### config.mk
export PLATFORM = sky130hd
export DESIGN_NAME = c8e_ram
export DESIGN_NICKNAME = d
export VERILOG_FILES = /design/src/design/c8e_ram.sv
export SDC_FILE = /design/constraint.sdc
export NUM_CORES = 1
export LEC_CHECK = 0
export ABC_AREA = 1
export BUFFER_PORTS_ARGS = -buffer_cell sky130_fd_sc_hd__buf_2
export CORE_MARGIN = 2
export CORE_UTILIZATION = 33
export DETAILED_ROUTE_END_ITERATION = 10
export GPL_TIMING_DRIVEN = 0
export SETUP_SLACK_MARGIN = 0.3
export SLEW_MARGIN = 20
export SYNTH_ARGS = -nofsm -noshare
export SYNTH_HDL_FRONTEND = slang
export SYNTH_SLANG_ARGS = --single-unit
### constraint.sdc
create_clock -name clk_i -period 1.7 [get_ports clk_i]
set_input_delay 0.51 -clock clk_i [delete_from_list [all_inputs] [get_ports clk_i]]
set_output_delay 0.51 -clock clk_i [all_outputs]
set_load 0.01 [all_outputs]
### src/design/c8e_ram.sv
`default_nettype none
module c8e_ram #(
  parameter int WIDTH = 8,
  parameter int DEPTH = 16
) (
  input  wire logic                     clk_i,
  input  wire logic                     we_i,
  input  wire logic [$clog2(DEPTH)-1:0] waddr_i,
  input  wire logic [WIDTH-1:0]         wdata_i,
  input  wire logic [$clog2(DEPTH)-1:0] raddr_i,
  output      logic [WIDTH-1:0]         rdata_o
);

  logic [WIDTH-1:0] mem_q [DEPTH];

  always_ff @(posedge clk_i) begin
    if (we_i) begin
      mem_q[waddr_i] <= wdata_i;
    end
    rdata_o <= mem_q[raddr_i];
  end

endmodule
`default_nettype wire

==> summary.md <==
| Metric | Value |
|---|---|
| Gate Count Post-Synth | `551` |
| Max stage delay on crit path | `630 ps` |
| Worst reg2reg path endpoint | `rdata_o[0]` |
| Final net count | `610` |
| Initial antenna violation count | `0` |
| Critical path's top delay family | `simple AND/OR/NAND/NOR gates` |
| CP arrival | `1530 ps` |
| MaxCap Viol Count | `0` |
| Hold Path Class | `input port to flip-flop` |
| Crit-path cells | `buf_2 > nand3b_1 > nor2_1` |
| CP Buf/Inv Count | `1` |
| Worst-path maximum fanout | `8` |
| Kind of critical path | `input port to flip-flop` |
| # setup viols final | `0` |
| Die Height | `136 µm` |
| Post-route non-filler standard cell count | `828` |
| Post-synth top area share | `66.7%` |
| Ys Warns | `0` |
| Largest area contributor in the netlist | `edfxtp_1` |
| Clock root cell | `clkbuf_16` |
| Overflow after GRT | `0` |
| Crit share post-route | `87.2%` |
| Critical Path End Type | `flip-flop` |
| Slew headroom | `51.1%` |
| Num CTS Buffers | `17` |
| Worst setup SP type | `input port` |
| GP Congestion | `0.829` |
| Net Count, Synth | `569` |
| CTS tree | `built` |
| Worst-Margin Slew | `730 ps` |
| Tot Pwr | `7.87 mW` |
| Total Wirelength | `14400 µm` |
| Met2 wire length | `6550 µm` |
| Register area share after synthesis | `69.4%` |
| Later-pin clock latency in the skew report | `420 ps` |
| Max frequency | `675 MHz` |
| Die Area | `18500 µm²` |
| Worst r2r src | `mem_q[15][0]` |
| Clock-pin slew on the worst setup and hold paths | `50 ps` |
| Core Area | `17200 µm²` |
| Vias per inst | `4.62` |
| Worst Skew | `6.75 ps` |
| Distinct cells, synth | `12` |
| Clock sink count | `136` |
| RSZ-0062 raised after global routing | `yes` |
| 1st-pass router iterations | `6` |
| Post-route ant nets | `0` |
| Worst path slowest cell | `nor2_1` |
| Routed vias | `3823` |
| PortBufs | `22` |
| Average wire per cell in the routed design | `17.3 µm` |
| All-Layer GR Usage | `16.8%` |
| Initial DRC Count | `357` |
| Pwr dens | `1160 nW/µm²` |
| DP Wirelength | `9550 µm` |
| Hold Path End | `mem_q[4][4]` |
| Max IR drop VDD | `0.757 mV` |
| # placed instances | `798` |
| Seq cells post-synth | `136` |
| Hold path start | `wdata_i[4]` |
| Vias in the first global route | `3682` |
| Site Rows | `48` |
| Post-Route Setup TNS | `0 ps` |
| Largest net degree at the start of global routing | `17` |
| Hold slack | `499 ps` |
| Final hold violations | `0` |
| Top sig layer | `met4` |
| Syn_area_per_cell | `10.5 µm²` |
| First-pass GRT wire length | `22000 µm` |
| Initial Util | `33.6%` |
| Met3 routed WL | `1110 µm` |
| Lkg Pwr | `2.88 nW` |
| Area growth from synthesis to layout | `17.4%` |
| Hold Path Depth | `1` |
| Synth area leaders | `edfxtp_1 67%, nand2_1 11%, nand3_1 8.4%` |
| DRC Markers | `0` |
| Number of I/O pins | `26` |
| Clock buffer depth | `2` |
| Share of cells above drive strength 1 | `14.8%` |
| Wl on met1 | `6520 µm` |
| Required @ worst endpoint | `1750 ps` |
| R2r setup slk | `670 ps` |
| Run status | `finished clean` |
| Synthesized area | `5770 µm²` |
| CTS H-Tree Depth | `4` |
| R2R cell count | `6` |
| Die width | `136 µm` |
| Post-layout min period | `1480 ps` |
| Final slew viol count | `0` |
-- metal layers --
layer | up-vias | track usage, %
li1 | 1853 | -
met1 | 1796 | 23.4
met2 | 159 | 26.2
met3 | 15 | 3.80
met4 | 0 | 5.38
met5 | - | 0
-- sequential cells by signal, summed over array words and instances (netlist names) --
signal and cells:
mem_q 128, rdata_o 8
-- kinds of logic after synthesis --
kind of cell	share of synthesized area [%]
buf+inv	9.52
simple gates	21.0
flops	69.4
-- worst register-to-register path, stage by stage, from the launching register on --
cell and delay, ps:
edfxtp_1 360, inv_1 60, nand2_1 40, nand3_1 100, nand3_1 110, nand3_1 130
nand2_1 110
-- placed cells by master, fill, tap and decap left out --
| cell | netlist | layout |
|---|---|---|
| clkinv_2 | 0 | 2 |
| inv_1 | 100 | 100 |
| edfxtp_1 | 128 | 128 |
| nor2_2 | 0 | 14 |
| clkbuf_16 | 0 | 17 |
| clkbuf_4 | 0 | 1 |
| buf_2 | 13 | 33 |
| dfxtp_2 | 0 | 3 |
| bufinv_16 | 0 | 3 |
| buf_6 | 6 | 7 |
| nand3b_1 | 2 | 2 |
| clkbuf_1 | 0 | 3 |
| inv_6 | 0 | 1 |
| nand3_1 | 97 | 97 |
| clkinvlp_4 | 0 | 2 |
| buf_4 | 4 | 4 |
| dfxtp_1 | 8 | 5 |
| nand2_1 | 173 | 173 |
| nor2_1 | 17 | 3 |
| buf_1 | 1 | 1 |
| clkinv_1 | 0 | 1 |
| diode_2 | 0 | 1 |
| inv_2 | 2 | 2 |
-- layout make-up --
type                       instances  area (µm²)
antenna                            1        2.50
buffer                            24         169
clock buffer                      20         437
clock inverter                     9         128
fill                            1728       10400
inverter                         102         383
multi-input combinational        289        1250
sequential                       136        4010
tap                              225         282
timing repair buffer              22         116
-- where the power goes --
group          total (mW)  switching, mW  leakage (nW)  internal (mW)
combinational       0.510          0.361          1.39          0.149
sequential           3.77         0.0203          1.22           3.75
clock                3.58           1.31         0.270           2.27
total                7.87           1.70          2.88           6.17
-- how the worst max path moves through the flow --
stage / slack (ps) / end / cells after the start / from
after floorplan: 240 / mem_q[11][0] / 2 / waddr_i[2]
after global placement: -260 / mem_q[4][4] / 3 / waddr_i[3]
after detailed placement: -270 / mem_q[4][4] / 3 / waddr_i[3]
after CTS: 170 / mem_q[4][1] / 3 / waddr_i[3]
after global routing: 170 / mem_q[7][0] / 3 / waddr_i[3]
final: 220 / mem_q[7][0] / 3 / waddr_i[3]
-- metrics by stage --
step / area [µm²] / worst slack, ps / util [%]
after CTS: 6750 / 167 / 39.3
after global routing: 6770 / 169 / 39.4
final: 6770 / 218 / 39.4
after detailed placement: 6170 / -274 / 35.9
after global placement: 6170 / -263 / 35.9
after floorplan: 5780 / 239 / -
-- synthesized netlist by cell type, drive strengths merged --
master  count
nand2     173
edfxtp    128
inv       102
nand3      97
buf        24
nor2       17
dfxtp       8
nand3b      2
-- repair_timing --
item,4_1_cts,5_1_grt
endpoints found under the setup margin,75,44
endpoints found under the hold margin,0,0
hold buffers,0,0
setup buffers,0,0
gates resized for setup,6,8
(Power assumes the default switching activity.)
