File: src/design/c8e_pkg.sv
`default_nettype none
package c8e_pkg;

  localparam int MEMORY_BYTES  = 4096;
  localparam int STACK_DEPTH_DEF = 16;
  localparam int SCREEN_WIDTH  = 64;
  localparam int SCREEN_HEIGHT = 32;

  localparam int AW   = 12;
  localparam int CFGW = 1;

  localparam logic [2:0] FN_WRITE = 3'd0;
  localparam logic [2:0] FN_EXEC  = 3'd1;
  localparam logic [2:0] FN_TICK  = 3'd2;
  localparam logic [2:0] FN_READ  = 3'd3;
  localparam logic [2:0] FN_PIXEL = 3'd4;

  localparam logic [2:0] STS_OK     = 3'd0;
  localparam logic [2:0] STS_UNKNOWN = 3'd1;
  localparam logic [2:0] STS_OVF    = 3'd2;
  localparam logic [2:0] STS_EMPTY  = 3'd3;
  localparam logic [2:0] STS_HALTED = 3'd4;

  localparam logic [CFGW-1:0] CFG_PROG_START = 1'd0;
  localparam logic [CFGW-1:0] CFG_FONT_START = 1'd1;

  typedef struct packed {
    logic [2:0]  func;
    logic [11:0] mem_address;
    logic [7:0]  mem_data;
    logic [5:0]  pixel_x;
    logic [4:0]  pixel_y;
    logic [7:0]  random_byte;
  } in_item_t;

  typedef struct packed {
    logic [2:0]  status;
    logic [11:0] pc;
    logic [15:0] opcode;
    logic [7:0]  read_data;
    logic        pixel_value;
    logic        display_changed;
    logic        sound_on;
  } out_item_t;

  typedef enum logic [2:0] {
    ALU_ADD, ALU_SUB, ALU_AND, ALU_OR, ALU_XOR, ALU_SHR, ALU_SHL, ALU_PASSB
  } alu_op_e;

  typedef enum logic [4:0] {
    S_IDLE, S_DISP, S_MRD, S_PRD, S_F1, S_F2, S_F3, S_F4, S_EXE, S_WRX, S_FNT,
    S_BCDH, S_BCDT, S_BCDW, S_STA, S_STB, S_LDA, S_LDB, S_DRA, S_DRB, S_DRF,
    S_RESP
  } state_e;

endpackage
`default_nettype wire

File: src/design/c8e_alu.sv
`default_nettype none
module c8e_alu (
  input  wire c8e_pkg::alu_op_e op_i,
  input  wire logic [15:0]      a_i,
  input  wire logic [15:0]      b_i,
  output      logic [16:0]      res_o
);

  // bit 16 carries the carry out of an add and the borrow of a subtract
  always_comb begin
    case (op_i)
      c8e_pkg::ALU_ADD:   res_o = {1'b0, a_i} + {1'b0, b_i};
      c8e_pkg::ALU_SUB:   res_o = {1'b0, a_i} - {1'b0, b_i};
      c8e_pkg::ALU_AND:   res_o = {1'b0, a_i & b_i};
      c8e_pkg::ALU_OR:    res_o = {1'b0, a_i | b_i};
      c8e_pkg::ALU_XOR:   res_o = {1'b0, a_i ^ b_i};
      c8e_pkg::ALU_SHR:   res_o = {2'b0, a_i[15:1]};
      c8e_pkg::ALU_SHL:   res_o = {a_i, 1'b0};
      c8e_pkg::ALU_PASSB: res_o = {1'b0, b_i};
      default:            res_o = '0;
    endcase
  end

endmodule
`default_nettype wire

File: config.mk
export PLATFORM = sky130hd
export DESIGN_NAME = c8e_alu
export DESIGN_NICKNAME = d
export VERILOG_FILES = /design/src/design/c8e_pkg.sv /design/src/design/c8e_alu.sv
export SDC_FILE = /design/constraint.sdc
export NUM_CORES = 1
export LEC_CHECK = 0
export BUFFER_PORTS_ARGS = -buffer_cell sky130_fd_sc_hd__buf_2
export CAP_MARGIN = 10
export CORE_MARGIN = 2
export CORE_UTILIZATION = 60
export DETAILED_ROUTE_END_ITERATION = 16
export GPL_ROUTABILITY_DRIVEN = 0
export PLACE_DENSITY = 0.95
export RECOVER_POWER = 25
export SYNTH_ARGS = -nofsm -noshare
export SYNTH_HDL_FRONTEND = slang
export SYNTH_SLANG_ARGS = --single-unit
File: constraint.sdc
create_clock -name vclk -period 4.9
set_input_delay 0.735 -clock vclk [all_inputs]
set_output_delay 0.735 -clock vclk [all_outputs]
set_load 0.01 [all_outputs]
==> results of run 1 <==
-- cell usage after synthesis, types with 6 or more instances --
master,count,area (um2)
a211oi_1,11,82.6
a21o_1,7,52.6
a21oi_1,23,115
a22oi_1,6,45.0
buf_2,11,55.1
ha_1,49,613
inv_1,44,165
mux2_2,8,90.1
mux2i_1,9,90.1
mux4_2,8,180
nand2_1,14,52.6
nor2_1,14,52.6
nor2b_1,7,43.8
o211ai_1,8,60.1
o21a_1,6,45.0
o21ai_0,20,100
xnor2_1,17,149
-- power groups by stage --
stage	clock network [W]	registers (W)	logic, W
3_3_place_gp	0	0	0.000348
6_report	0	0	0.000376
5_1_grt	0	0	0.000408
2_1_floorplan	0	0	0.000257
3_5_place_dp	0	0	0.000364
4_1_cts	0	0	0.000366
-- layout make-up --
type                            instances  area (um2)
Inverter                               44         165
Tap cell                               52        65.1
Fill cell                             325        1360
Timing Repair Buffer                   60         317
Multi-Input combinational cell        295        2450
-- cells by family after synthesis --
group	Yosys count
simple gates	80
fa+ha+maj	50
mux	25
buf+inv	63
xor+xnor	20
compound gates	120
-- per-layer routing --
layer	track usage (%)	part of all wire [%]	wire length, um	up-vias
li1	-	-	-	1424
met1	42.4	40	3280	1464
met2	53.1	47	3880	192
met3	3.38	8.5	696	44
met4	13.6	4.4	364	0
met5	0	0	0	-
-- cell usage in the layout (no fill, tap or decap), types with 6 or more instances in the layout --
master,synthesis,final
mux4_2,8,8
nor2_1,14,15
ha_1,49,49
inv_1,44,44
o21a_1,6,6
nor2b_1,7,7
xnor2_1,17,17
a21oi_1,23,23
a21o_1,7,7
a211oi_1,11,11
a22oi_1,6,6
nand2_1,14,14
o21ai_0,20,20
buf_2,11,52
buf_4,3,7
mux2i_1,9,9
o211ai_1,8,8
mux2_2,8,8
-- worst paths after layout --
path | startpoint | to | slack, ps
min | a_i[15] | res_o[16] | 1900
max | op_i[1] | res_o[10] | 280
-- stage by stage --
stage | hold WS (ps) | total power [W] | util, %
finish | 1900 | 0.000376 | 68.9
global route | 1920 | 0.000408 | 68.9
CTS | 1890 | 0.000366 | 69.0
detailed placement | 1890 | 0.000364 | 69.0
global placement | 1890 | 0.000348 | 69.0
floorplan | 1630 | 0.000257 | -
==> impl_metrics.py, run 1 <==
metrics = {
    "grt": {
        "grt_max_degree": 26,
        "antenna_found_initial": 0,
        "first_global_vias": 2920,
        "grt_overflow": 0,
        "grtUsageTotal_pct": 32.1,
        "grt_pass1_wl_um": 13600,
    },
    "synth": {
        "yosysWarnings": 0,
        "yosysSeqAreaShare_pct": 0,
        "syn_nets": 443,
        "synth_xor_area_share_pct": 6.43,
        "synth_cell_types": 64,
        "synth_top_family_by_area": "compound AO/OA/AOI/OAI gates",
        "syn_inst": 358,
        "synth_area_um2": 2720,
        "synth_compound_area_share_pct": 30.5,
        "synth_fa_ha_area_share_pct": 23.2,
        "synth.avg_cell_area_um2": 7.61,
        "synth-simple-area-share_pct": 16.8,
        "synth_mux_area_share_pct": 13.2,
    },
    "final_layout": {
        "fin_cells": 451,
        "regArea_um2": 0,
        "drive_gt1_share_pct": 21.1,
        "final_area_um2": 3000,
        "area_delta_synth_final_pct": 10.1,
        "seq_cells": 0,
        "nClkBuffers": 0,
        "diodes": 0,
        "fin_nets": 486,
    },
    "sta": {
        "worst_pin_slew_ps": 884,
        "setup-violations-final": 0,
        "drv_slew": 0,
        "period_needed_ps": 4620,
        "finalHoldViolations": 0,
        "rsz0062_at_grt": "no",
        "layout_worst_path_cycle_share_pct": 94.4,
        "fmax_ghz": 0.216,
        "fin_ws_ps": 276,
        "tns_ps": 0,
        "slew_headroom_pct": 41.0,
    },
    "setup_path": {
        "path_cells": "buf_2 > or2_0 > nor2_1 > nor2_1 > xnor2_1 > ha_1 > a211oi_1 > o21ai_2 > a311oi_1 > mux2_2 > a211oi_1 > buf_2",
        "crit_path_max_fanout": 17,
        "crit_cells": 12,
        "crit_path_top_delay_cell": "nor2_1",
        "path_class": "primary input to output pin",
        "crit_buf_inv": 2,
        "critPathTopFamily": "compound AO/OA/AOI/OAI gates",
        "startpoint_type": "primary input",
        "crit_required_ps": 4160,
        "critPathMaxStageDelay_ps": 470,
        "worstPathArrival_ps": 3890,
        "crit_path_end_kind": "output pin",
    },
    "route": {
        "ant_nets": 0,
        "drt-vias-per-instance": 6.93,
        "drt_pass1_iterations": 6,
        "drt_iter0_drc": 393,
        "wl_per_cell_um": 18.2,
        "vias": 3124,
        "drc": 0,
        "finalWirelength_um": 8220,
    },
    "power": {
        "ir_worst_vdd_mv": 0.0748,
        "internal_power_w": 0.000158,
        "p_leak_nw": 1.45,
        "swShare_pct": 58.0,
        "p_per_area_nw_per_um2": 125,
        "power_switching_w": 0.000218,
        "pwr-share-seq_pct": 0,
        "power_frac_comb_pct": 100.0,
        "power_frac_clock_pct": 0,
    },
    "clock_tree": {
        "post_cts_resized": 0,
        "hold_buffers": 0,
        "cts_setup_buffers": 0,
    },
    "place": {
        "dpl-instance-area_um2": 3010,
        "dp_slack_ps": 383,
        "place_hpwl_um": 6660,
        "dp.cells": 451,
        "io_buffers": 52,
    },
    "status": {
        "outcome": "finished clean",
    },
    "die": {
        "num_io_pins": 52,
        "row_count": 24,
        "start_util_pct": 62.6,
        "fp.dieW_um": 71.4,
        "fp.coreArea_um2": 4350,
        "die-area_um2": 5090,
        "die_h_um": 71.4,
    },
    "worst_hold_path": {
        "min_path_type": "primary input to output pin",
        "hold_depth": 4,
    },
    "flow_run": {
        "drv_cap": 0,
    },
}
No activity file was read; power rests on OpenSTA's default activity.
==> inputs of run 2 (changes only) <==
--- a/config.mk
+++ b/config.mk
@@ -7,6 +7,7 @@
 export LEC_CHECK = 0
 export BUFFER_PORTS_ARGS = -buffer_cell sky130_fd_sc_hd__buf_2
 export CAP_MARGIN = 10
+export CORE_ASPECT_RATIO = 1.2
 export CORE_MARGIN = 2
 export CORE_UTILIZATION = 60
 export DETAILED_ROUTE_END_ITERATION = 16
==> run 2 against run 1 <==
Net effect: routed wire length is 1.9% higher; worst setup slack improved by 54 ps; sequential share of layout area unchanged; maximum frequency increased by 1.2%; count of clock-buffer cells in the layout stayed put; hold slack got worse by 8.3 ps; cell count up 0.89%; non-clock buffer count did not move; first-iteration DRC count down 20%; critical endpoint is now res_o[16].
==> impl_metrics.py, run 2 (synthesis gave the netlist of run 1 again) <==
metrics = {
    "die": {
        "row_count": 26,
        "fp.coreArea_um2": 4330,
        "fp.dieW_um": 65.5,
        "start_util_pct": 63.0,
        "num_io_pins": 52,
        "die-area_um2": 5100,
        "die_h_um": 77.8,
    },
    "worst_hold_path": {
        "min_path_type": "primary input to output pin",
        "holdCritStartpoint": "a_i[15]",
        "hold_end": "res_o[16]",
        "hold_depth": 4,
    },
    "place": {
        "dp.cells": 455,
        "place_hpwl_um": 6660,
        "io_buffers": 52,
    },
    "final_layout": {
        "fin_cells": 455,
        "area_delta_synth_final_pct": 10.3,
        "seq_cells": 0,
        "regArea_um2": 0,
        "diodes": 0,
        "fin_nets": 486,
        "nClkBuffers": 0,
        "fill_cells": 331,
        "drive_gt1_share_pct": 20.6,
        "final_cell_mix": "ha_1 (49), buf_2 (49), inv_1 (44)",
    },
    "sta": {
        "setup-violations-final": 0,
        "finalHoldViolations": 0,
        "rsz0062_at_grt": "no",
        "drv_slew": 0,
        "period_needed_ps": 4570,
        "slew_headroom_pct": 44.7,
        "fmax_ghz": 0.219,
        "layout_worst_path_cycle_share_pct": 93.3,
        "worst_pin_slew_ps": 828,
        "tns_ps": 0,
    },
    "clock_tree": {
        "post_cts_resized": 0,
        "hold_buffers": 0,
        "cts_setup_buffers": 0,
    },
    "route": {
        "wl_per_cell_um": 18.4,
        "finalWirelength_um": 8380,
        "drt-vias-per-instance": 6.92,
        "drt_pass1_iterations": 6,
        "drt_iter0_drc": 314,
        "ant_nets": 0,
        "vias": 3149,
        "drc": 0,
    },
    "setup_path": {
        "path_class": "primary input to output pin",
        "crit_path_end_kind": "output pin",
        "worstPathArrival_ps": 3830,
        "crit_path_max_fanout": 6,
        "startpoint_type": "primary input",
        "crit_required_ps": 4160,
    },
    "flow_run": {
        "drv_cap": 0,
    },
    "grt": {
        "grt_overflow": 0,
        "first_global_vias": 2974,
        "grt_max_degree": 27,
        "antenna_found_initial": 0,
        "grtUsageTotal_pct": 31.3,
        "grt_pass1_wl_um": 13000,
    },
    "status": {
        "outcome": "finished clean",
    },
    "power": {
        "p_per_area_nw_per_um2": 124,
        "p_leak_nw": 1.44,
        "ir_worst_vdd_mv": 0.0798,
    },
}
==> run 2: changes by cell type in the layout (fill, tap and decap cells not counted), sizes merged <==
cell	change
buf	-2
clkbuf	+2
==> run 2: routing by layer <==
metal / share of wire, % / GRT usage, % / up-vias / wire length (um)
li1: - / - / 1428 / -
met1: 37 / 36.7 / 1426 / 3110
met2: 47 / 54.4 / 229 / 3930
met3: 8.8 / 1.59 / 66 / 737
met4: 7.1 / 19.8 / 0 / 598
met5: 0 / 0 / - / 0
==> run 2: how the worst max path moves through the flow <==
stage | start | endpoint | slack [ps] | cells past startpoint
2_1_floorplan | op_i[1] | res_o[10] | 810 | 10
3_3_place_gp | b_i[0] | res_o[16] | 560 | 14
3_5_place_dp | b_i[0] | res_o[16] | 430 | 14
4_1_cts | b_i[0] | res_o[16] | 420 | 14
5_1_grt | op_i[1] | res_o[10] | 130 | 12
6_report | b_i[0] | res_o[16] | 330 | 14
==> run 2: critical path, cell delays in order <==
cell      delay (ps)
clkbuf_1         130
inv_1            110
ha_1             230
nor4b_2          370
nand4_1          200
o41a_1           370
xnor2_1          190
ha_1             320
and3_1           210
and2_1           180
a221oi_1         370
a211oi_1         120
nand3b_1         160
buf_2            140
==> run 2: cell type report <==
type	instances	area [um2]	share of cell area, %
well taps	56	70.1	2.33
repair buffers	60	317	10.5
inverters	44	165	5.50
multi-input cells	295	2450	81.6
==> run 2: power breakdown <==
| part | total, W | switching [W] | internal [W] |
|---|---|---|---|
| clock network | 0 | 0 | 0 |
| logic | 0.000374 | 0.000217 | 0.000157 |
| registers | 0 | 0 | 0 |
==> run 2: metrics by stage <==
step | worst slack (ps) | power (W) | hold slack, ps | area, um2 | utilization [%]
after floorplan | 806 | 0.000257 | 1630 | 2720 | -
after global placement | 565 | 0.000347 | 1890 | 3010 | 69.6
after detailed placement | 429 | 0.000361 | 1880 | 3010 | 69.6
after CTS | 424 | 0.000364 | 1880 | 3010 | 69.6
after global routing | 133 | 0.000401 | 1920 | 3000 | 69.4
final | 330 | 0.000374 | 1890 | 3000 | 69.4
==> inputs of run 3 (changes only) <==
--- a/config.mk
+++ b/config.mk
@@ -12,8 +12,8 @@
 export CORE_UTILIZATION = 60
 export DETAILED_ROUTE_END_ITERATION = 16
 export GPL_ROUTABILITY_DRIVEN = 0
-export PLACE_DENSITY = 0.95
-export RECOVER_POWER = 25
+export PLACE_DENSITY = 0.89
+export RECOVER_POWER = 50
 export SYNTH_ARGS = -nofsm -noshare
 export SYNTH_HDL_FRONTEND = slang
 export SYNTH_SLANG_ARGS = --single-unit
==> run 3 against run 2 <==
Net effect: sequential share of layout area is the same; critical path depth fell by 2; count of clock-buffer cells in the layout is the same; sequential cell count did not move; combinational power is 1% lower; first-iteration DRC count rose by 4.1%; global-route usage is 0.90 points higher; utilization shrank 0.26 points; final area down 0.37%.
==> impl_metrics.py, run 3 (synthesis gave the netlist of run 1 again) <==
metrics = {
    "final_layout": {
        "final_area_um2": 2990,
        "multi_input_area_um2": 2450,
        "regArea_um2": 0,
        "nClkBuffers": 0,
        "postLayoutCoreUtil_pct": 69.2,
        "seq_cells": 0,
        "fin_cells": 454,
        "fin_nets": 485,
        "fill_cells": 362,
        "drive_gt1_share_pct": 20.1,
        "final_cell_mix": "ha_1 (49), buf_2 (49), inv_1 (44)",
        "area_delta_synth_final_pct": 9.88,
        "diodes": 0,
    },
    "worst_hold_path": {
        "min_path_type": "primary input to output pin",
        "holdCritStartpoint": "a_i[15]",
    },
    "setup_path": {
        "path_cells": "buf_2 > or2_0 > nor2_1 > nor2_1 > xnor2_1 > ha_1 > a211oi_1 > o21ai_2 > a311oi_1 > mux2_2 > a211oi_1 > buf_2",
        "crit_path_top_delay_cell": "nor2_1",
        "cp-endpoint": "res_o[10]",
        "crit_path_max_fanout": 10,
        "crit_start": "op_i[1]",
        "worstPathArrival_ps": 3830,
        "critPathMaxStageDelay_ps": 450,
        "crit_required_ps": 4160,
        "path_class": "primary input to output pin",
        "crit_path_end_kind": "output pin",
        "startpoint_type": "primary input",
    },
    "place": {
        "dpl-instance-area_um2": 3000,
        "dp.cells": 454,
        "dp_slack_ps": 457,
        "place_hpwl_um": 6470,
        "io_buffers": 52,
    },
    "die": {
        "start_util_pct": 63.0,
        "num_io_pins": 52,
        "die-area_um2": 5100,
        "fp.coreArea_um2": 4330,
        "die_h_um": 77.8,
        "row_count": 26,
        "fp.dieW_um": 65.5,
    },
    "grt": {
        "first_global_vias": 2858,
        "grt_pass1_wl_um": 13400,
        "antenna_found_initial": 0,
        "grt_overflow": 0,
        "grtUsageTotal_pct": 32.2,
        "grt_max_degree": 27,
    },
    "route": {
        "vias": 3041,
        "finalWirelength_um": 8040,
        "drt_iter0_drc": 327,
        "drt-vias-per-instance": 6.70,
        "ant_nets": 0,
        "drc": 0,
        "wl_per_cell_um": 17.7,
        "drt_pass1_iterations": 5,
    },
    "sta": {
        "fmax_ghz": 0.219,
        "rsz0062_at_grt": "no",
        "slew_headroom_pct": 18.1,
        "fin_ws_ps": 340,
        "finalHoldViolations": 0,
        "period_needed_ps": 4560,
        "tns_ps": 0,
        "layout_worst_path_cycle_share_pct": 93.1,
        "worst_pin_slew_ps": 1230,
        "drv_slew": 0,
        "setup-violations-final": 0,
    },
    "clock_tree": {
        "hold_buffers": 0,
        "cts_setup_buffers": 0,
        "post_cts_resized": 0,
    },
    "flow_run": {
        "drv_cap": 0,
    },
    "power": {
        "ir_worst_vdd_mv": 0.0731,
        "p_leak_nw": 1.43,
        "p_per_area_nw_per_um2": 124,
    },
    "status": {
        "outcome": "finished clean",
    },
}
## run 3: worst min path at each step
stage | end | slack (ps) | cells after the start
4_1_cts | res_o[16] | 1870 | 4
2_1_floorplan | res_o[16] | 1630 | 2
3_5_place_dp | res_o[16] | 1870 | 4
5_1_grt | res_o[16] | 1900 | 4
3_3_place_gp | res_o[16] | 1870 | 4
6_report | res_o[16] | 1870 | 4
## run 3: stage by stage
step	hold slack, ps	total power [W]
5_1_grt	1900	0.000406
4_1_cts	1870	0.000364
2_1_floorplan	1630	0.000257
3_5_place_dp	1870	0.000362
3_3_place_gp	1870	0.000349
6_report	1870	0.000370
## run 3: worst max-delay path: cells and delay by family
| family | cells | cell delay, ps |
|---|---|---|
| AOI/OAI and AO/OA | 4 | 1080 |
| xor gates and xnor gates | 1 | 160 |
| adders and majority gates | 1 | 360 |
| buffers and inverters | 2 | 320 |
| muxes | 1 | 370 |
| and+or+nand+nor | 3 | 800 |
## run 3: cell type report
type                            count  area share, %
Inverter                           44           5.52
Multi-Input combinational cell    295           81.9
Tap cell                           56           2.34
Timing Repair Buffer               59           10.2
## run 3: layer usage
layer / vias up / track usage [%] / part of all wire [%] / routed length [um]
met5: - / 0 / 0 / 0
met1: 1413 / 42.5 / 38 / 3080
met3: 34 / 2.75 / 8.8 / 709
met2: 168 / 53.8 / 49 / 3930
met4: 0 / 12.1 / 4.0 / 324
li1: 1426 / - / - / -
## run 3: power by group
group / total (W) / switching [W] / leakage, nW / internal, W
clock: 0 / 0 / 0 / 0
sequential: 0 / 0 / 0 / 0
combinational: 0.000370 / 0.000214 / 1.43 / 0.000156
total: 0.000370 / 0.000214 / 1.43 / 0.000156
